==> src/sv/bf3_pkg.sv <==
`timescale 1ns / 1ps
`default_nettype none

package bf3_pkg;

   localparam int MAX_SIZE     = 1024;
   localparam int CHANNEL_BITS = 16;
   localparam int ADDR_BITS    = $clog2(MAX_SIZE);
   localparam int CNT_BITS     = ADDR_BITS + 1;
   localparam int SIZE_BITS    = 11;
   localparam int SIZE_RESET   = 1024;
   localparam int SUM_BITS     = CHANNEL_BITS + 4;
   localparam int RECIP_BITS   = 20;
   localparam int PROD_BITS    = SUM_BITS + RECIP_BITS;
   localparam int Q_DEPTH      = 4;
   localparam int Q_PTR_BITS   = $clog2(Q_DEPTH);

   // reciprocals for exact truncating division of window sums
   localparam logic [RECIP_BITS-1:0] RECIP_NINE = RECIP_BITS'(932068);
   localparam int                    SHIFT_NINE = 23;
   localparam logic [RECIP_BITS-1:0] RECIP_SIX  = RECIP_BITS'(699051);
   localparam int                    SHIFT_SIX  = 22;
   localparam int                    SHIFT_FOUR = 2;

   // pixel count of a neighborhood
   localparam logic [1:0] CNT_FOUR = 2'd0;
   localparam logic [1:0] CNT_SIX  = 2'd1;
   localparam logic [1:0] CNT_NINE = 2'd2;

   typedef struct packed {
      logic [CHANNEL_BITS-1:0] red;
      logic [CHANNEL_BITS-1:0] green;
      logic [CHANNEL_BITS-1:0] blue;
   } bf3_pixel_type;

   typedef struct packed {
      logic [SUM_BITS-1:0] red;
      logic [SUM_BITS-1:0] green;
      logic [SUM_BITS-1:0] blue;
      logic [1:0]          count;
      logic                last;
   } bf3_entry_type;

   typedef struct packed {
      logic full;
      logic valid;
   } bf3_q_status_type;

endpackage

`default_nettype wire

==> src/sv/bf3_rsp_if.sv <==
`timescale 1ns / 1ps
`default_nettype none

interface bf3_rsp_if;
   logic        valid;
   logic        ready;
   logic [15:0] out_red;
   logic [15:0] out_green;
   logic [15:0] out_blue;
   logic        frame_last;

   modport source (output valid, out_red, out_green, out_blue, frame_last, input ready);
   modport sink   (input valid, out_red, out_green, out_blue, frame_last, output ready);
endinterface

`default_nettype wire

==> src/sv/bf3_back.sv <==
`timescale 1ns / 1ps
`default_nettype none

module bf3_back (
   input  wire logic                 clock,
   input  wire logic                 reset,
   input  bf3_pkg::bf3_q_status_type q_status,
   input  bf3_pkg::bf3_entry_type    pop_data,
   output logic                      pop,
   bf3_rsp_if.source                 rsp_bus
);

   localparam int PW = bf3_pkg::PROD_BITS;

   logic          s1_v_ff;
   logic [PW-1:0] pr_ff, pg_ff, pb_ff;
   logic [1:0]    cnt_ff;
   logic          last_ff;
   logic          out_v_ff;
   logic [15:0]   or_ff, og_ff, ob_ff;
   logic          ol_ff;
   logic          out_go;
   logic          s1_go;
   logic [15:0]   qr, qg, qb;

   assign out_go = !out_v_ff || rsp_bus.ready;
   assign s1_go  = !s1_v_ff || out_go;
   assign pop    = q_status.valid && s1_go;

   // pick the multiplier for the pixel count
   function automatic logic [PW-1:0] scale(input logic [bf3_pkg::SUM_BITS-1:0] s,
                                           input logic [1:0] cnt);
      logic [PW-1:0] p;
      case (cnt)
         bf3_pkg::CNT_NINE: p = PW'(s) * PW'(bf3_pkg::RECIP_NINE);
         bf3_pkg::CNT_SIX:  p = PW'(s) * PW'(bf3_pkg::RECIP_SIX);
         default:           p = PW'(s);
      endcase
      return p;
   endfunction

   function automatic logic [15:0] take(input logic [PW-1:0] p, input logic [1:0] cnt);
      logic [15:0] q;
      case (cnt)
         bf3_pkg::CNT_NINE: q = 16'(p >> bf3_pkg::SHIFT_NINE);
         bf3_pkg::CNT_SIX:  q = 16'(p >> bf3_pkg::SHIFT_SIX);
         default:           q = 16'(p >> bf3_pkg::SHIFT_FOUR);
      endcase
      return q;
   endfunction

   assign qr = take(pr_ff, cnt_ff);
   assign qg = take(pg_ff, cnt_ff);
   assign qb = take(pb_ff, cnt_ff);

   // multiply stage
   always_ff @(posedge clock) begin
      if (reset) s1_v_ff <= 1'b0;
      else if (s1_go) s1_v_ff <= q_status.valid;
   end

   always_ff @(posedge clock) begin
      if (pop) begin
         pr_ff   <= scale(pop_data.red, pop_data.count);
         pg_ff   <= scale(pop_data.green, pop_data.count);
         pb_ff   <= scale(pop_data.blue, pop_data.count);
         cnt_ff  <= pop_data.count;
         last_ff <= pop_data.last;
      end
   end

   // output register: hold until taken
   always_ff @(posedge clock) begin
      if (reset) out_v_ff <= 1'b0;
      else if (out_go) out_v_ff <= s1_v_ff;
   end

   always_ff @(posedge clock) begin
      if (out_go && s1_v_ff) begin
         or_ff <= qr;
         og_ff <= qg;
         ob_ff <= qb;
         ol_ff <= last_ff;
      end
   end

   assign rsp_bus.valid      = out_v_ff;
   assign rsp_bus.out_red    = or_ff;
   assign rsp_bus.out_green  = og_ff;
   assign rsp_bus.out_blue   = ob_ff;
   assign rsp_bus.frame_last = ol_ff;

   a_hold: assert property (@(posedge clock) disable iff (reset)
      (out_v_ff && !rsp_bus.ready) |=> out_v_ff) else $error("result word dropped");
   a_pop_flow: assert property (@(posedge clock) disable iff (reset)
      pop |=> s1_v_ff) else $error("popped entry lost");
   a_stage_move: assert property (@(posedge clock) disable iff (reset)
      (s1_v_ff && out_go) |=> out_v_ff) else $error("stage word not forwarded");

endmodule

`default_nettype wire

==> src/flat_wrapper.sv <==
// flat-port wrapper written by rule: the top's interface ports become plain ports
module bf3_back_flat 
  (clock, reset, q_status, pop_data, pop, rsp_bus_valid, rsp_bus_out_red, rsp_bus_out_green, rsp_bus_out_blue, rsp_bus_frame_last, rsp_bus_ready);
  bf3_rsp_if rsp_bus_i ();
  input  wire logic clock;
  input  wire logic reset;
  input  bf3_pkg::bf3_q_status_type q_status;
  input  bf3_pkg::bf3_entry_type pop_data;
  output logic pop;
  output wire logic [$bits(rsp_bus_i.valid)-1:0] rsp_bus_valid;
  output wire logic [$bits(rsp_bus_i.out_red)-1:0] rsp_bus_out_red;
  output wire logic [$bits(rsp_bus_i.out_green)-1:0] rsp_bus_out_green;
  output wire logic [$bits(rsp_bus_i.out_blue)-1:0] rsp_bus_out_blue;
  output wire logic [$bits(rsp_bus_i.frame_last)-1:0] rsp_bus_frame_last;
  input wire logic [$bits(rsp_bus_i.ready)-1:0] rsp_bus_ready;
  assign rsp_bus_valid = rsp_bus_i.valid;
  assign rsp_bus_out_red = rsp_bus_i.out_red;
  assign rsp_bus_out_green = rsp_bus_i.out_green;
  assign rsp_bus_out_blue = rsp_bus_i.out_blue;
  assign rsp_bus_frame_last = rsp_bus_i.frame_last;
  assign rsp_bus_i.ready = rsp_bus_ready;
  bf3_back u_core (.clock(clock), .reset(reset), .q_status(q_status), .pop_data(pop_data), .pop(pop), .rsp_bus(rsp_bus_i));
endmodule
==> config.mk <==
export PLATFORM = sky130hd
export DESIGN_NAME = bf3_back_flat
export DESIGN_NICKNAME = d
export VERILOG_FILES = /design/src/sv/bf3_pkg.sv /design/src/sv/bf3_rsp_if.sv /design/src/sv/bf3_back.sv /design/src/flat_wrapper.sv
export SDC_FILE = /design/constraint.sdc
export NUM_CORES = 2
export LEC_CHECK = 0
export BUFFER_PORTS_ARGS = -buffer_cell sky130_fd_sc_hd__buf_2
export CELL_PAD_IN_SITES_DETAIL_PLACEMENT = 2
export CELL_PAD_IN_SITES_GLOBAL_PLACEMENT = 2
export CORE_MARGIN = 2
export CORE_UTILIZATION = 44
export DETAILED_ROUTE_END_ITERATION = 7
export PLACE_DENSITY_LB_ADDON = 0.08
export SLEW_MARGIN = 20
export SYNTH_ARGS = -nofsm -noshare
export SYNTH_HDL_FRONTEND = slang
export SYNTH_SLANG_ARGS = --single-unit
==> constraint.sdc <==
create_clock -name clock -period 10.45 [get_ports clock]
set_clock_uncertainty 0.15 [all_clocks]
set_input_delay 1.045 -clock clock [delete_from_list [all_inputs] [get_ports clock]]
set_output_delay 1.045 -clock clock [all_outputs]
set_load 0.05 [all_outputs]
# --- After elaboration in Yosys (flattened, before gate mapping) ---
# Index checks and enable logic that the tools add are counted.
totals:
  reg_bits: 171
  in_bits: 68
  word_cells: 33
op_classes:
  mul: 6
  eq_ne: 4
  mux: 6
  reduce_logical: 6
op_table:
  columns: ["op", "n"]
  rows:
  - ["39-bit one-hot mux with 2 select lines", 3]
  - ["20-bit by 20-bit multiplier with 39-bit output (second input constant)", 3]
  - ["20-bit by 18-bit multiplier with 37-bit output (second input constant)", 3]
  - ["16-bit one-hot mux with 2 select lines", 3]
  - ["2-bit by 1-bit equality test with 1-bit output (second input constant)", 2]
  - ["2-bit equality test (second input constant)", 2]
  - ["1-bit logical AND", 2]
  - ["1-bit logical NOT", 2]
  - ["1-bit logical OR", 2]

# --- Longest topological paths before layout ---
depth:
  word_depth: 4
  mapped_depth: 24
  ltp_nobuf: 23

# --- Worst setup path after synthesis ---
# Ideal clock, no wire load.
synth_timing:
  path_kind: "input port to output port"
  startpoint: "input port rsp_bus_ready"
  endpoint: "output port pop"
  arrival_ps: 9555
  slack_ps: -300
  path_stages: 2
  cell_sequence: "nor2b_1 a21boi_0"
synth_via:
  elab_chain_len: 3
synth_rtl:
  columns: ["element", "line_no", "text"]
  rows:
  - ["from (decl)", "flat_wrapper.sv:15", "input wire logic [$bits(rsp_bus_i.ready)-1:0] rsp_bus_ready;"]
  - ["1-bit logical OR", "bf3_back.sv:26", "assign out_go = !out_v_ff || rsp_bus.ready;"]
  - ["1-bit logical OR", "bf3_back.sv:27", "assign s1_go = !s1_v_ff || out_go;"]
  - ["1-bit logical AND", "bf3_back.sv:28", "assign pop = q_status.valid && s1_go;"]
  - ["to (decl)", "flat_wrapper.sv:9", "output logic pop;"]
# Every way passes these cells.

# --- Worst setup path after layout ---
layout_timing:
  startpoint: "input port pop_data[43] (netlist bit)"
  endpoint: "register u_core.pr_ff[33], data pin"
layout_via:
  elab_chain_len: 2
layout_rtl:
  columns: ["element", "line_no", "text"]
  rows:
  - ["from (decl)", "flat_wrapper.sv:8", "input bf3_pkg::bf3_entry_type pop_data;"]
  - ["20-bit by 20-bit multiplier with 39-bit output / 20-bit by 18-bit multiplier with 37-bit output (equally long branches)", "bf3_back.sv:36, bf3_back.sv:35", null]
  - ["39-bit one-hot mux with 2 select lines *", "bf3_back.sv:34", "case (cnt)"]
  - ["to (signal assigned)", "bf3_back.sv:64", "pr_ff <= scale(pop_data.red, pop_data.count);"]
  - ["to (decl)", "bf3_back.sv:16", "logic [PW-1:0] pr_ff, pg_ff, pb_ff;"]
# Every way passes the cells marked *; elsewhere a longest branch is shown, timed or not.
# A chain may end at the register's enable or synchronous reset.

==> impl_results.html <==
<table>
<tr><th>Metric</th><th>Value</th></tr>
<tr><th colspan="2">GRT</th></tr>
<tr><td>Wire length of the first global-routing pass</td><td>240 mm</td></tr>
<tr><td>Number of global-route vias before repair</td><td>38,900</td></tr>
<tr><td>Total global-route track usage</td><td>0.311</td></tr>
<tr><td>Initial antenna violation count</td><td>4</td></tr>
<tr><td>GRT Residual Overflow</td><td>0</td></tr>
<tr><td>Pin count of the biggest net entering global routing</td><td>65</td></tr>
<tr><th colspan="2">Detailed routing</th></tr>
<tr><td>Remaining antenna violation count</td><td>0</td></tr>
<tr><td>Detailed-route DRC error count</td><td>0</td></tr>
<tr><td>Via count</td><td>33,400</td></tr>
<tr><td>Final WL</td><td>155 mm</td></tr>
<tr><td>Number of DRC violations after detailed-routing iteration 0</td><td>1,678</td></tr>
<tr><td>Detailed-routing iteration count for the pre-antenna-repair pass</td><td>5</td></tr>
<tr><td>Via-per-instance ratio</td><td>5.66</td></tr>
<tr><td>Detailed-route wire length per cell</td><td>26.4 um</td></tr>
<tr><th colspan="2">Clocking</th></tr>
<tr><td>Clock buffer count from CTS</td><td>17</td></tr>
<tr><td>Number of clock sinks</td><td>153</td></tr>
<tr><td>H-tree depth</td><td>4</td></tr>
<tr><td>Post-cts repair resize count</td><td>0</td></tr>
<tr><td>Clk slew on worst S/H paths</td><td>0.08 ns</td></tr>
<tr><td>Buffers inserted by post-CTS timing repair</td><td>0</td></tr>
<tr><td>CTS Hold Buffers Added</td><td>0</td></tr>
<tr><td>Number of buffers on the longest clock path</td><td>2</td></tr>
<tr><td>Clock insertion delay at the later pin of the skew report</td><td>0.52 ns</td></tr>
<tr><td>TritonCTS clock tree</td><td>yes</td></tr>
<tr><td>CTS root buffer</td><td>sky130_fd_sc_hd__clkbuf_16</td></tr>
<tr><th colspan="2">Setup path</th></tr>
<tr><td>Maximum net fanout on the critical path</td><td>11</td></tr>
<tr><td>Library cell contributing the largest single delay on the critical path</td><td>sky130_fd_sc_hd__nor4b_1</td></tr>
<tr><td>Crit Path Class</td><td>in2reg</td></tr>
<tr><td>Sequence of cells on the critical path</td><td>buf_2 &gt; ha_1 &gt; xor2_1 &gt; ha_1 &gt; nor2_1 &gt; fa_1 &gt; inv_1 &gt; fa_1 &gt; fa_1 &gt; fa_1 &gt; ha_1 &gt; ha_1 &gt; nand3_1 &gt; nor4b_1 &gt; o211ai_1 &gt; a21oi_1 &gt; or2_1 &gt; a311oi_2 &gt; xor2_1 &gt; o22ai_1</td></tr>
<tr><td>CP bufs+invs</td><td>2</td></tr>
<tr><td>Delay of the slowest critical-path stage</td><td>0.74 ns</td></tr>
<tr><td>CP startpoint kind</td><td>input port</td></tr>
<tr><td>Crit path max-delay family</td><td>adder cells</td></tr>
<tr><td>Data arrival time at the worst-slack endpoint</td><td>7.88 ns</td></tr>
<tr><td>Sort of element at the end of the critical path</td><td>register</td></tr>
<tr><td>Req. time, crit path</td><td>10.53 ns</td></tr>
<tr><th colspan="2">Placement</th></tr>
<tr><td>Detailed placement HPWL</td><td>134 mm</td></tr>
<tr><td>Total of buffers placed on input and output ports</td><td>117</td></tr>
<tr><td>Post-place instance area</td><td>46,600 um2</td></tr>
<tr><td>Cells after DPL</td><td>5,857</td></tr>
<tr><td>Placer Congestion</td><td>0.880</td></tr>
<tr><th colspan="2">Die</th></tr>
<tr><td>Die outline area</td><td>104,000 um2</td></tr>
<tr><td>Starting density of the core</td><td>0.444</td></tr>
<tr><td>Number of top-level pins</td><td>119</td></tr>
<tr><td>Die Span Y</td><td>322 um</td></tr>
<tr><td>Die Width</td><td>322 um</td></tr>
<tr><td>Floorplan Core Area</td><td>100,000 um2</td></tr>
<tr><td>Row Count</td><td>116</td></tr>
<tr><th colspan="2">Finish</th></tr>
<tr><td>Area added between synthesis and finish</td><td>6.05%</td></tr>
<tr><td>Share of final-layout standard cells stronger than drive strength 1</td><td>0.0423</td></tr>
<tr><td>Fin cells</td><td>5,892</td></tr>
<tr><td>Number of nets in the final layout</td><td>6,309</td></tr>
<tr><td>Design Area, Final</td><td>47,100 um2</td></tr>
<tr><th colspan="2">Yosys</th></tr>
<tr><td>Cells taking the most area after synthesis</td><td>sky130_fd_sc_hd__fa_1 (31%), sky130_fd_sc_hd__ha_1 (28%), sky130_fd_sc_hd__edfxtp_1 (10%)</td></tr>
<tr><td>Yosys warns</td><td>0</td></tr>
<tr><td>Avg Synthesized Cell Area</td><td>9.87 um2</td></tr>
<tr><td>Most common cell in the synthesized netlist</td><td>sky130_fd_sc_hd__inv_1</td></tr>
<tr><td>Top cell type's share of synthesized area</td><td>0.308</td></tr>
<tr><td>Flip-flop and latch count after synthesis</td><td>153</td></tr>
<tr><td>List of most frequent post-synthesis cells</td><td>sky130_fd_sc_hd__inv_1 (1,083), sky130_fd_sc_hd__ha_1 (979), sky130_fd_sc_hd__fa_1 (684)</td></tr>
<tr><td>Share of flip-flops with an asynchronous set or reset</td><td>0</td></tr>
<tr><td>Count of flip-flops with a built-in enable after synthesis</td><td>151</td></tr>
<tr><td>Post-synth net total</td><td>6,234</td></tr>
<tr><td>Sequential cell area fraction in the yosys report</td><td>0.103</td></tr>
<tr><td>Number of distinct library cells after synthesis</td><td>71</td></tr>
<tr><td>Cell count after synthesis</td><td>4,503</td></tr>
<tr><td>Cell accounting for the most synthesized area</td><td>sky130_fd_sc_hd__fa_1</td></tr>
<tr><td>Dominant register cell in the synthesized netlist</td><td>sky130_fd_sc_hd__edfxtp_1</td></tr>
<tr><td>Netlist area before placement</td><td>44,500 um2</td></tr>
<tr><th colspan="2">STA</th></tr>
<tr><td>Setup repair after global routing missed its margin</td><td>no</td></tr>
<tr><td>Period utilisation layout</td><td>0.747</td></tr>
<tr><td>Slew Limit Fails</td><td>0</td></tr>
<tr><td>Worst slew pin tran</td><td>1.02 ns</td></tr>
<tr><td># setup viols final</td><td>0</td></tr>
<tr><td>Fmax achieved</td><td>128 MHz</td></tr>
<tr><td>Final hold viol count</td><td>0</td></tr>
<tr><td>Post-route setup TNS</td><td>0 ns</td></tr>
<tr><td>Fin crit period</td><td>7.80 ns</td></tr>
<tr><td>Relative slew slack</td><td>0.310</td></tr>
<tr><th colspan="2">Flow run</th></tr>
<tr><td>Reported max-cap violation count</td><td>0</td></tr>
<tr><th colspan="2">Worst hold path</th></tr>
<tr><td>Type of the most critical hold path</td><td>reg2reg</td></tr>
<tr><th colspan="2">Run status</th></tr>
<tr><td>Status</td><td>complete, no violations</td></tr>
</table>
[stage by stage]
stage / hold WS, ns / util / setup slack [ns]
2_1_floorplan: 0.250 / - / 2.64
3_3_place_gp: 0.253 / 0.465 / 2.48
3_5_place_dp: 0.263 / 0.465 / 2.27
4_1_cts: 0.282 / 0.471 / 2.80
5_1_grt: 0.293 / 0.471 / 2.57
6_report: 0.281 / 0.471 / 2.65
[layer usage]
layer,global-route usage,wire length (um)
met5,0,0
met4,0.0861,4490
met3,0.0441,6930
met2,0.530,75600
met1,0.411,68200
[cell families (layout without fill, tap and decap cells)]
logic type                 after synthesis  in the layout  synth area share
muxes                                    8              8           0.00183
DFF                                    153            153             0.103
xor gates and xnor gates               197            197            0.0388
buffers and inverters                 1161           1249            0.0980
and+or+nand+nor                        485            485            0.0517
adders and majority gates             1663           1663             0.584
other                                    0              3                 0
AOI/OAI and AO/OA                      836            836             0.123
[sequential cells by signal, summed over array words and instances (netlist names)]
name and cells:
u_core.s1_v_ff 1, u_core.rsp_bus.frame_last 1, u_core.rsp_bus.valid 1, u_core.pb_ff 33
u_core.rsp_bus.out_blue 16, u_core.pg_ff 33, u_core.pr_ff 33, u_core.rsp_bus.out_red 16
u_core.cnt_ff 2, u_core.rsp_bus.out_green 16, u_core.last_ff 1
[cell type report]
class | count | area, um2
Multi-Input combinational cell | 3189 | 35600
Clock inverter | 14 | 154
Sequential cell | 153 | 4570
Tap cell | 1298 | 1620
Inverter | 1083 | 4070
Antenna cell | 3 | 7.51
Timing Repair Buffer | 134 | 713
Clock buffer | 18 | 429
Fill cell | 10700 | 53000
[placed cells by master (no fill, tap or decap), types with 20 or more instances in the layout]
cell                       instances
sky130_fd_sc_hd__a211oi_1         22
sky130_fd_sc_hd__a21o_1          108
sky130_fd_sc_hd__a21oi_1         211
sky130_fd_sc_hd__a221oi_1         41
sky130_fd_sc_hd__a22oi_1          56
sky130_fd_sc_hd__and2_1           26
sky130_fd_sc_hd__and3_1           20
sky130_fd_sc_hd__buf_2           117
sky130_fd_sc_hd__edfxtp_1        151
sky130_fd_sc_hd__fa_1            684
sky130_fd_sc_hd__ha_1            975
sky130_fd_sc_hd__inv_1          1083
sky130_fd_sc_hd__nand2_1         168
sky130_fd_sc_hd__nand3_1          36
sky130_fd_sc_hd__nand4_1          22
sky130_fd_sc_hd__nor2_1          112
sky130_fd_sc_hd__o211ai_1         24
sky130_fd_sc_hd__o21a_1           36
sky130_fd_sc_hd__o21ai_0         143
sky130_fd_sc_hd__o21bai_1         26
sky130_fd_sc_hd__o22ai_1          34
sky130_fd_sc_hd__xnor2_1         118
sky130_fd_sc_hd__xor2_1           79
[path summary, 6_finish.rpt]
check / slack (ns) / startpoint / cells after the start / to
worst max-delay path: 2.65 / pop_data[43] / 20 / u_core.pr_ff[33]
worst max register to register: 7.34 / u_core.cnt_ff[1] / 5 / u_core.rsp_bus.out_red[15]
worst min-delay path: 0.28 / u_core.last_ff / 0 / u_core.rsp_bus.frame_last
worst min register to register: 0.28 / u_core.last_ff / 0 / u_core.rsp_bus.frame_last
Power is not shown: default switching activity piles up to over one toggle a cycle in this logic, so the estimate is an artifact.
