===== src/sv/bf3_pkg.sv =====
`timescale 1ns / 1ps
`default_nettype none

package bf3_pkg;

   localparam int MAX_SIZE     = 1024;
   localparam int CHANNEL_BITS = 16;
   localparam int ADDR_BITS    = $clog2(MAX_SIZE);
   localparam int CNT_BITS     = ADDR_BITS + 1;
   localparam int SIZE_BITS    = 11;
   localparam int SIZE_RESET   = 1024;
   localparam int SUM_BITS     = CHANNEL_BITS + 4;
   localparam int RECIP_BITS   = 20;
   localparam int PROD_BITS    = SUM_BITS + RECIP_BITS;
   localparam int Q_DEPTH      = 4;
   localparam int Q_PTR_BITS   = $clog2(Q_DEPTH);

   // reciprocals for exact truncating division of window sums
   localparam logic [RECIP_BITS-1:0] RECIP_NINE = RECIP_BITS'(932068);
   localparam int                    SHIFT_NINE = 23;
   localparam logic [RECIP_BITS-1:0] RECIP_SIX  = RECIP_BITS'(699051);
   localparam int                    SHIFT_SIX  = 22;
   localparam int                    SHIFT_FOUR = 2;

   // pixel count of a neighborhood
   localparam logic [1:0] CNT_FOUR = 2'd0;
   localparam logic [1:0] CNT_SIX  = 2'd1;
   localparam logic [1:0] CNT_NINE = 2'd2;

   typedef struct packed {
      logic [CHANNEL_BITS-1:0] red;
      logic [CHANNEL_BITS-1:0] green;
      logic [CHANNEL_BITS-1:0] blue;
   } bf3_pixel_type;

   typedef struct packed {
      logic [SUM_BITS-1:0] red;
      logic [SUM_BITS-1:0] green;
      logic [SUM_BITS-1:0] blue;
      logic [1:0]          count;
      logic                last;
   } bf3_entry_type;

   typedef struct packed {
      logic full;
      logic valid;
   } bf3_q_status_type;

endpackage

`default_nettype wire


===== src/sv/bf3_queue.sv =====
`timescale 1ns / 1ps
`default_nettype none

module bf3_queue (
   input  wire logic                 clock,
   input  wire logic                 reset,
   input  wire logic                 push,
   input  bf3_pkg::bf3_entry_type    push_data,
   input  wire logic                 pop,
   output bf3_pkg::bf3_entry_type    pop_data,
   output bf3_pkg::bf3_q_status_type status
);

   localparam int PB = bf3_pkg::Q_PTR_BITS;

   bf3_pkg::bf3_entry_type   entry_ff [bf3_pkg::Q_DEPTH];
   logic [PB-1:0]            wr_ff, rd_ff;
   logic [PB:0]              fill_ff;

   assign status.full  = (fill_ff == (PB+1)'(bf3_pkg::Q_DEPTH));
   assign status.valid = (fill_ff != '0);
   assign pop_data     = entry_ff[rd_ff];

   // advance pointers and fill level
   always_ff @(posedge clock) begin
      if (reset) begin
         wr_ff   <= '0;
         rd_ff   <= '0;
         fill_ff <= '0;
      end else begin
         if (push) wr_ff <= wr_ff + PB'(1);
         if (pop)  rd_ff <= rd_ff + PB'(1);
         fill_ff <= fill_ff + (PB+1)'(push) - (PB+1)'(pop);
      end
   end

   always_ff @(posedge clock) begin
      if (push) entry_ff[wr_ff] <= push_data;
   end

   a_no_underflow: assert property (@(posedge clock) disable iff (reset)
      pop |-> status.valid) else $error("pop from an empty queue");
   a_fill_bound: assert property (@(posedge clock) disable iff (reset)
      fill_ff <= (PB+1)'(bf3_pkg::Q_DEPTH)) else $error("queue fill out of range");
   a_fill_step: assert property (@(posedge clock) disable iff (reset)
      (push && !pop) |=> (fill_ff == $past(fill_ff) + (PB+1)'(1)))
      else $error("queue fill did not step");

endmodule

`default_nettype wire


===== config.mk =====
export PLATFORM = sky130hd
export DESIGN_NAME = bf3_queue
export DESIGN_NICKNAME = d
export VERILOG_FILES = /design/src/sv/bf3_pkg.sv /design/src/sv/bf3_queue.sv
export SDC_FILE = /design/constraint.sdc
export NUM_CORES = 1
export LEC_CHECK = 0
export ABC_AREA = 0
export BUFFER_PORTS_ARGS = -buffer_cell sky130_fd_sc_hd__buf_4
export CAP_MARGIN = 20
export CELL_PAD_IN_SITES_DETAIL_PLACEMENT = 1
export CELL_PAD_IN_SITES_GLOBAL_PLACEMENT = 2
export CORE_MARGIN = 2
export CORE_UTILIZATION = 30
export DETAILED_ROUTE_END_ITERATION = 10
export GPL_TIMING_DRIVEN = 0
export PLACE_DENSITY = 0.67
export SLEW_MARGIN = 20
export SYNTH_ARGS = -nofsm -noshare
export SYNTH_HDL_FRONTEND = slang
export SYNTH_SLANG_ARGS = --single-unit

===== constraint.sdc =====
create_clock -name clock -period 2.8 [get_ports clock]
set_input_delay 0 -clock clock [delete_from_list [all_inputs] [get_ports clock]]
set_output_delay 0 -clock clock [all_outputs]
set_load 0.01 [all_outputs]

### Yosys cells after proc, flatten, opt, wreduce, memory -nomap -nowiden

Memories as Yosys holds them, arrays and structs flattened. A register that Yosys moved wholly into a read port is not among the register bits.
Cells that the tools add are included.

| storage, ports and cells | value |
|---|---|
| flip-flop bits (word level) | 7 |
| memory bits (writable) | 252 |
| bits of input ports | 67 |
| output and inout bits | 65 |
| logic and storage cells | 14 |
| memories kept | 1 |

| cells by class | value |
|---|---|
| add/subtract/negate cells | 4 |
| eq/ne operators | 1 |
| multiplexer cells | 4 |
| reduce and logical (&&, ||, !) cells | 1 |

Memory list:

| memory | words | bits a word | rd ports | clocked after memory_dff | write ports | RTL line | RTL |
|---|---|---|---|---|---|---|---|
| entry_ff | 4 | 63 | 1 | 1 | 1 | bf3_queue.sv:16 | `bf3_pkg::bf3_entry_type entry_ff [bf3_pkg::Q_DEPTH];` |

Operator list:

| cell | number |
|---|---|
| $add 2x1->2 const B | 2 |
| $mux 2 | 2 |
| $add 3x1->3 | 1 |
| $eq 3x3->1 const B | 1 |
| $reduce_bool 3->1 | 1 |
| $sub 3x1->3 | 1 |
| $mux 1 | 2 |

### Longest topological paths before layout

Gate-level depths: netlist of run 1.

| depth | value |
|---|---|
| depth after elaboration | 3 |
| depth in mapped cells | 7 |
| gate-level depth less buffers | 7 |

### Least setup slack after synthesis of run 1

No wires, ideal clock.

| path | value |
|---|---|
| path type | register to register |
| from | register wr_ff[0] |
| to | memory entry_ff[2][0] in the netlist's numbering, enable pin |
| library setup time | 427 ps |
| arrival time | 2025 ps |
| required time | 2373 ps |
| slack | 347 ps |
| stages on the path, launching flop included | 4 |
| period minus slack after synthesis | 2453 ps |
| cell sequence | dfxtp_1 > inv_1 > ha_1 > and2_1 |

RTL lines:

| item | RTL line | RTL |
|---|---|---|
| start: declaration | bf3_queue.sv:17 | `logic [PB-1:0] wr_ff, rd_ff;` |
| start signal: assignment | bf3_queue.sv:31 | `if (push) wr_ff <= wr_ff + PB'(1);` |
| end: declaration | bf3_queue.sv:16 |  |

No word-level cell before the write port.

==> results.txt, run 1 <==
----------------------------------------------------
[Setup path]
  Arr. time, crit path ... 2.34 ns
  Largest fanout on the critical path ... 10
  Endpoint type of the worst setup path ... output pin
  CP Launch Type ... flop
  Critical Setup Path Class ... reg -> out
  Required time at the worst-slack endpoint ... 2.80 ns

[Routing]
  Final wirelength ... 19,500 µm
  Post-route antenna net violation count ... 0
  Detailed-router iteration count before antenna repair ... 4
  Post-detailed-route wirelength per cell ... 19.0 µm
  Initial DRC count ... 218
  Vias per std cell ... 4.48
  Via count of the routed design ... 4,592
  Remaining routing DRC violations ... 0

[Yosys]
  Share of synthesized area occupied by flip-flops and latches ... 80.7%
  Number of library cell types mapped by synthesis ... 22
  FFs w/ async S/R, synth ... 0%
  Most used standard cells in the synthesized netlist ... sky130_fd_sc_hd__edfxtp_1 (252), sky130_fd_sc_hd__mux4_2 (60), sky130_fd_sc_hd__dfxtp_1 (9)
  Cell accounting for the most synthesized area ... sky130_fd_sc_hd__edfxtp_1
  Post-synthesis share of cell area spent on xor and xnor gates ... 0.430%
  Syn Std Cell Area ... 9600 µm²
  Warning count from the yosys run ... 0
  Share of the synthesized area in the top cell type ... 78.8%
  Top cells by area, synth ... sky130_fd_sc_hd__edfxtp_1 (79%), sky130_fd_sc_hd__mux4_2 (14%), sky130_fd_sc_hd__dfxtp_1 (1.9%), sky130_fd_sc_hd__buf_12 (1.3%), sky130_fd_sc_hd__mux4_1 (0.82%)
  Library cell with the highest instance count after synthesis ... sky130_fd_sc_hd__edfxtp_1
  Adder and majority gate portion of the synthesized area ... 0.990%
  Net count after synthesis ... 445
  Combinational family with the most area after synthesis ... multiplexers
  Top FF cell, synth ... sky130_fd_sc_hd__edfxtp_1
  Multiplexer area fraction after synthesis ... 15.0%
  Count of flip-flops with a built-in enable after synthesis ... 252
  Compound-Gate Fraction of Synth Area ... 0.156%
  Gate count of the mapped netlist ... 371
  Average size of a mapped cell ... 25.9 µm²
  Number of synthesized register bits ... 261
  Post-synthesis share of cell area spent on and, or, nand and nor gates ... 0.795%

[Layout]
  Fraction of final layout cells sized beyond drive strength 1 ... 40.2%
  Final non-filler cell area ... 12,700 µm²
  Post-layout utilization of the core ... 40.2%
  Layout-stage area growth over the synthesis result ... 32.2%
  Final layout net count ... 678
  Number of inserted diodes ... 0
  Count of fill cells added during filler insertion ... 3,033

[Min path]
  Path class of the lowest-slack min-delay path ... in -> reg

[Job]
  Total of max-cap violations ... 0

[Global routing]
  Wire length of the first global-routing pass ... 30,200 µm
  Number of global-route vias before repair ... 5,195
  Maximum number of pins on one net before global-route repair ... 36
  GRT Overall Usage ... 11.8%
  Overall overflow remaining after global route ... 0
  Number of antenna violations at the first check in global routing ... 0

[STA]
  Setup repair after global routing missed its margin ... false
  Top achievable clock speed ... 428 MHz
  Endpoints failing hold ... 0
  Total Negative Setup Slacks ... 0 ns
  Final Hold Slack ... 0.209 ns
  Worst slew slack as a fraction of its limit ... 51.7%
  Time the worst path needs with I/O delays and setup ... 2.34 ns
  Final clock skew ... 0.00484 ns
  Slew at the pin closest to its max-slew limit ... 0.725 ns
  Period Utilization, post-route ... 83.5%
  Finish-stage setup viols ... 0
  Final worst-path setup slack ... 0.462 ns
  Number of max-slew violations in the final report ... 0

[Floorplan]
  Area of the core ... 31,600 µm²
  Chip width ... 183 µm
  Area of the die ... 33,500 µm²
  Die H ... 183 µm
  Starting Density ... 30.4%
  Number of standard-cell rows in the floorplan ... 65
  Number of top-level design ports ... 132

[Placement]
  Detailed placer's ending HPWL ... 11,900 µm
  Buffers on Ports ... 131
  Final weighted congestion in routability-driven placement ... 0.665
  Worst slack at placement ... 0.832 ns
  Cell area after placement ... 11,200 µm²

[Clock tree]
  Insertion delay to the later sink of the worst-skew pair ... 0.53 ns
  Post-CTS setup buffer count ... 0
  Clock transition at path regs ... 0.06 ns
  Clock tree from TritonCTS ... done
  Clock root buffer ... sky130_fd_sc_hd__clkbuf_16
  Total number of H-tree levels ... 1
  Maximum count of clock buffers along a single path ... 3
  CTS Buf Count ... 29
  Clock tree sinks ... 261

[Power]
  Power per cell area ... 714 nW/µm²
  Leakage Power ... 0.00433 µW
  Maximum ir drop on the vdd rail ... 0.596 mV

[Run status]
  Outcome ... finished clean

----------------------------------------------------
## power breakdown
group	switching [µW]	internal [µW]
combinational	489	595
sequential	50.6	4490
clock	1460	1980
## final cells by class
| cell class | instances | area, µm² | area share, % |
|---|---|---|---|
| Buffer | 14 | 165 | 1.30 |
| Clock buffer | 36 | 752 | 5.92 |
| Clock inverter | 15 | 97.6 | 0.768 |
| Inverter | 6 | 22.5 | 0.177 |
| Multi-Input combinational cell | 90 | 1680 | 13.2 |
| Sequential cell | 261 | 7750 | 61.0 |
| Tap cell | 402 | 503 | 3.96 |
| Timing Repair Buffer | 202 | 1730 | 13.7 |
## path summary, 6_finish.rpt
check,start,end,slack (ns),cells past startpoint
worst max-delay path,flop,pop_data[8],0.46,4
worst min-delay path,push_data[14],entry_ff[2][14]$_DFFE_PP_,0.21,2
worst max register to register,fill_ff[0]$_SDFF_PP0_,fill_ff[2]$_SDFF_PP0_,0.97,7
worst min register to register,wr_ff[1]$_SDFFE_PP0P_,wr_ff[1]$_SDFFE_PP0P_,0.57,2
## stage by stage
step	total power (µW)	instances
2_1_floorplan	5150	371
3_3_place_gp	5610	904
3_5_place_dp	5660	908
4_1_cts	9210	1026
5_1_grt	9410	1026
6_report	9060	1026
## worst max-delay path, cell delays in order (launching register included)
cell and delay, ns:
sky130_fd_sc_hd__dfxtp_1 0.30, sky130_fd_sc_hd__clkbuf_1 0.55, sky130_fd_sc_hd__buf_2 0.41, sky130_fd_sc_hd__mux4_2 0.37
sky130_fd_sc_hd__buf_4 0.16
## logic make-up (layout without fill, tap and decap cells)
kind of cell               Yosys count  after routing
DFF                                261            261
muxes                               64             64
buffers and inverters               20            273
and+or+nand+nor                     14             14
adders and majority gates            7              7
xor gates and xnor gates             3              3
AOI/OAI and AO/OA                    2              2
## placed cells by master (no fill, tap or decap), types with 2 or more instances in the layout
master | Yosys | layout
sky130_fd_sc_hd__buf_2 | 6 | 6
sky130_fd_sc_hd__mux4_1 | 3 | 3
sky130_fd_sc_hd__dlygate4sd3_1 | 0 | 67
sky130_fd_sc_hd__and2_4 | 0 | 4
sky130_fd_sc_hd__edfxtp_1 | 252 | 252
sky130_fd_sc_hd__clkinv_2 | 0 | 6
sky130_fd_sc_hd__buf_12 | 6 | 10
sky130_fd_sc_hd__clkbuf_16 | 0 | 29
sky130_fd_sc_hd__xnor2_1 | 2 | 2
sky130_fd_sc_hd__inv_1 | 6 | 6
sky130_fd_sc_hd__mux4_2 | 60 | 60
sky130_fd_sc_hd__buf_4 | 0 | 131
sky130_fd_sc_hd__clkinv_1 | 0 | 6
sky130_fd_sc_hd__clkbuf_1 | 1 | 8
sky130_fd_sc_hd__nor2b_1 | 2 | 2
sky130_fd_sc_hd__ha_1 | 6 | 6
sky130_fd_sc_hd__clkinvlp_4 | 0 | 2
sky130_fd_sc_hd__nor2_1 | 5 | 5
sky130_fd_sc_hd__dfxtp_1 | 9 | 9
## state kept, by name, indices dropped and copies added (netlist names), named ones only
name      cells
wr_ff         2
entry_ff    252
rd_ff         2
fill_ff       3
## timing repair
| action | 4_1_cts | 5_1_grt |
|---|---|---|
| hold buffers | 67 | 0 |
| endpoints found under the hold margin | 261 | 0 |
| gates resized for setup | 0 | 0 |
## routing by layer
| layer | vias to the layer above | global-route usage (%) | routed length, µm |
|---|---|---|---|
| met4 | 0 | 3.23 | 552 |
| met1 | 2389 | 15.1 | 8240 |
| met5 | - | 0 | 0 |
| li1 | 2047 | - | - |
| met2 | 122 | 20.5 | 9840 |
| met3 | 34 | 2.34 | 905 |
Note: power is estimated with default switching activity, not from simulation.
==> run 2, diff against run 1 <==
--- a/config.mk
+++ b/config.mk
@@ -5,7 +5,7 @@
 export SDC_FILE = /design/constraint.sdc
 export NUM_CORES = 1
 export LEC_CHECK = 0
-export ABC_AREA = 0
+export ABC_AREA = 1
 export BUFFER_PORTS_ARGS = -buffer_cell sky130_fd_sc_hd__buf_4
 export CAP_MARGIN = 20
 export CELL_PAD_IN_SITES_DETAIL_PLACEMENT = 1
@@ -14,7 +14,7 @@
 export CORE_UTILIZATION = 30
 export DETAILED_ROUTE_END_ITERATION = 10
 export GPL_TIMING_DRIVEN = 0
-export PLACE_DENSITY = 0.67
+export PLACE_DENSITY = 0.73
 export SLEW_MARGIN = 20
 export SYNTH_ARGS = -nofsm -noshare
 export SYNTH_HDL_FRONTEND = slang
==> constraint.sdc (replaced) <==
create_clock -name clock -period 2.3 [get_ports clock]
set_input_delay 0 -clock clock [delete_from_list [all_inputs] [get_ports clock]]
set_output_delay 0 -clock clock [all_outputs]
set_load 0.01 [all_outputs]
==> results.txt, run 2 <==
----------------------------------------------------
[Routing]
  Remaining routing DRC violations ... 0 (unchanged)
  Post-route antenna net violation count ... 0 (unchanged)
  Detailed-router iteration count before antenna repair ... 6 (+2)
  Vias per std cell ... 4.46 (-0.39%)
  Final wirelength ... 27,100 µm (+39%)
  Initial DRC count ... 332 (+52%)
  Via count of the routed design ... 6,723 (+46%)
  Post-detailed-route wirelength per cell ... 18.0 µm (-5.7%)

[Layout]
  Fraction of final layout cells sized beyond drive strength 1 ... 26.8% (-13 points)
  Number of inserted diodes ... 0 (unchanged)
  Final std cells w/o fill ... 1,508 (+47%)
  Registers with the most flip-flops ... entry_ff (252), fill_ff (3)
  Commonest non-fill, non-tap cell in the layout ... sky130_fd_sc_hd__edfxtp_1
  Layout-stage area growth over the synthesis result ... 30.1%
  Count of fill cells added during filler insertion ... 3,732 (+23%)
  Reg with most FFs ... entry_ff
  Number of flip-flops in the largest register ... 252 (unchanged)
  Final layout net count ... 1,099 (+62%)
  Commonest non-fill, non-tap cells in the layout ... sky130_fd_sc_hd__edfxtp_1 (252), sky130_fd_sc_hd__inv_1 (139), sky130_fd_sc_hd__nand2_1 (134), sky130_fd_sc_hd__buf_4 (132), sky130_fd_sc_hd__a21oi_1 (69)

[STA]
  Period Utilization, post-route ... 86.6%
  Endpoints failing hold ... 0 (unchanged)
  Final clock skew ... 0.00586 ns (+0.00103 ns)
  Top achievable clock speed ... 502 MHz
  Slew at the pin closest to its max-slew limit ... 0.596 ns (-0.129 ns)
  Number of max-slew violations in the final report ... 0 (unchanged)
  Worst slew slack as a fraction of its limit ... 60.3% (+8.6 points)
  Finish-stage setup viols ... 0 (unchanged)
  Time the worst path needs with I/O delays and setup ... 1.99 ns
  Final worst-path setup slack ... 0.308 ns (-0.154 ns)
  Setup repair after global routing missed its margin ... false

[Setup path]
  Required time at the worst-slack endpoint ... 2.30 ns (-0.50 ns)
  Critical Setup Path Class ... reg -> out
  Standard cell with the maximum stage delay on the critical path ... sky130_fd_sc_hd__clkbuf_1
  Arr. time, crit path ... 1.99 ns (-0.35 ns)
  Kind of cell adding the most delay to the critical path ... buffers and inverters
  Largest fanout on the critical path ... 10 (unchanged)
  Max incr delay on CP ... 0.46 ns (-0.09 ns)
  Bufs and invs on worst path ... 3 (unchanged)
  Dominant cell type by count on the critical path ... sky130_fd_sc_hd__buf_4
  Critical R2R Launch ... wr_ff[0]$_SDFFE_PP0P_
  CP Launch Type ... flop
  Cell chain of the critical path ... buf_4 > clkbuf_1 > a21oi_1 > o21ai_1 > nand2_1 > buf_4
  Endpoint type of the worst setup path ... output pin

[Global routing]
  Met2 Track Usage GR ... 26.1% (+5.5 points)
  GRT Overall Usage ... 14.5% (+2.7 points)
  Number of global-route vias before repair ... 7,261 (+40%)
  Global-route track usage on met3 ... 2.82% (+0.48 points)
  Overall overflow remaining after global route ... 0 (unchanged)
  Wire length of the first global-routing pass ... 41,900 µm (+39%)
  M1 GR Usage ... 18.0% (+2.9 points)
  Highest-utilization routing layer at the global route stage ... met2
  Maximum number of pins on one net before global-route repair ... 41 (+14%)
  Number of antenna violations at the first check in global routing ... 0 (unchanged)

[Min path]
  Worst Min Path Start ... reset
  Path class of the lowest-slack min-delay path ... in -> reg

[Clock tree]
  Total number of H-tree levels ... 1 (unchanged)
  Clock root buffer ... sky130_fd_sc_hd__clkbuf_16
  CTS Buf Count ... 30 (+3.4%)
  Clock tree sinks ... 261 (unchanged)
  Cells resized by post-CTS repair ... 0 (unchanged)
  Post-CTS setup buffer count ... 0 (unchanged)
  Maximum count of clock buffers along a single path ... 3 (unchanged)
  Clock tree from TritonCTS ... done
  Insertion delay to the later sink of the worst-skew pair ... 0.54 ns (about the same)
  Clock transition at path regs ... 0.06 ns (about the same)
  Cts hold-fix bufs ... 66 (-1.5%)

[Power]
  Maximum ir drop on the vdd rail ... 0.624 mV (+4.7%)
  Clock power frac ... 38.8% (+0.8 points)
  NetSw ... 2730 µW (+36%)
  Switching part of the total power ... 24.1% (+2.0 points)
  Power per cell area ... 810 nW/µm² (+14%)
  Internal power ... 8600 µW (+22%)
  Combinational group share of total power ... 12.7% (+0.7 points)
  Leakage Power ... 0.00543 µW (+25%)
  Sequential group share of total power ... 48.5% (-1.6 points)

[Yosys]
  Count of flip-flops with a built-in enable after synthesis ... 252 (unchanged)
  Net count after synthesis ... 866 (+95%)
  Top FF cell, synth ... sky130_fd_sc_hd__edfxtp_1
  Warning count from the yosys run ... 0 (unchanged)
  Number of synthesized register bits ... 261 (unchanged)
  Most used standard cells in the synthesized netlist ... sky130_fd_sc_hd__edfxtp_1 (252), sky130_fd_sc_hd__inv_1 (143), sky130_fd_sc_hd__nand2_1 (134), sky130_fd_sc_hd__a21oi_1 (69), sky130_fd_sc_hd__o211ai_2 (63)
  Gate count of the mapped netlist ... 792 (+110%)
  Share of synthesized area occupied by flip-flops and latches ... 72.1% (-8.6 points)
  Share of the synthesized area in the top cell type ... 70.4% (-8.4 points)
  Top cells by area, synth ... sky130_fd_sc_hd__edfxtp_1 (70%), sky130_fd_sc_hd__o211ai_2 (7.3%), sky130_fd_sc_hd__inv_1 (5.0%), sky130_fd_sc_hd__nand2_1 (4.7%), sky130_fd_sc_hd__a21oi_1 (3.2%)
  Syn Std Cell Area ... 10,700 µm² (+12%)
  Cell accounting for the most synthesized area ... sky130_fd_sc_hd__edfxtp_1
  Library cell with the highest instance count after synthesis ... sky130_fd_sc_hd__edfxtp_1
  Average size of a mapped cell ... 13.6 µm² (-48%)
  Number of library cell types mapped by synthesis ... 18 (-18%)
  FFs w/ async S/R, synth ... 0% (unchanged)

[Placement]
  Worst slack at placement ... 0.493 ns (-0.339 ns)
  Detailed placer's ending HPWL ... 16,700 µm (+40%)
  Total placed cells including tap cells ... 1,388 (+53%)
  Buffers on Ports ... 131 (unchanged)
  Final weighted congestion in routability-driven placement ... 0.693 (+4.2%)

[Run status]
  Outcome ... finished clean

[Floorplan]
  Area of the die ... 37,400 µm² (+12%)
  Area of the core ... 35,400 µm² (+12%)
  Chip width ... 193 µm (+5.7%)
  Die H ... 193 µm (+5.7%)
  Number of top-level design ports ... 132 (unchanged)
  Number of standard-cell rows in the floorplan ... 69 (+6.2%)
  Starting Density ... 30.4% (-0.068 points)

[Job]
  Total of max-cap violations ... 0 (unchanged)

----------------------------------------------------
-- run 2: per-layer routing --
metal | vias to the layer above | wire length [µm]
met5 | - | 0
met4 | 0 | 471
met3 | 37 | 1180
met2 | 125 | 13800
met1 | 3350 | 11600
li1 | 3211 | -
-- run 2: cells by family (layout without fill, tap and decap cells) --
kind of cell             count (synthesis)  in the layout  synth area share [%]
AND/OR/NAND/NOR                        140            140                  4.92
buffers and inverters                  185            440                  8.44
adder cells (fa/ha/maj)                  7              7                 0.885
flip-flops                             261            261                  72.1
AO/OA/AOI/OAI                          199            199                  13.7
-- run 2: path summary, 6_finish.rpt --
kind	end	slack, ns	cells after the start
setup / recovery	pop_data[43]	0.31	6
hold / removal	fill_ff[1]$_SDFF_PP0_	0.16	3
hold reg to reg	rd_ff[1]$_SDFFE_PP0P_	0.47	2
setup reg to reg	entry_ff[2][42]$_DFFE_PP_	0.57	5
-- run 2: cell type report --
type                       count  area, µm²  area share, %
tap                          461        577           4.12
clock buffer                  35        791           5.65
multi-input combinational    346       2090           15.0
timing repair buffer         201       1740           12.4
sequential                   261       7750           55.4
clock inverter                19        120          0.859
inverter                     143        547           3.91
buffer                        42        370           2.65
-- run 2: tightest hold or removal path, stage by stage --
cell and delay (ns):
sky130_fd_sc_hd__dlygate4sd3_1 0.52, sky130_fd_sc_hd__buf_4 0.11, sky130_fd_sc_hd__nor2_1 0.04
-- run 2: power by group through the flow --
stage          Sequential (µW)  Clock (µW)  Combinational, µW
3_5_place_dp              5590           0               1390
4_1_cts                   5490        4540               1490
3_3_place_gp              5600           0               1340
5_1_grt                   5510        4710               1600
6_report                  5490        4400               1440
2_1_floorplan             5590           0                684
-- run 2: stage by stage --
stage / util, % / hold WS, ns / TNS, ns / total power (µW) / cell area (µm²)
floorplan: - / 0.0712 / 0 / 6270 / 10700
global placement: 34.8 / 0.179 / -291.94 / 6940 / 12300
detailed placement: 35.1 / 0.182 / 0 / 6980 / 12400
CTS: 39.5 / 0.136 / 0 / 11500 / 14000
global route: 39.5 / 0.175 / 0 / 11800 / 14000
finish: 39.5 / 0.162 / 0 / 11300 / 14000
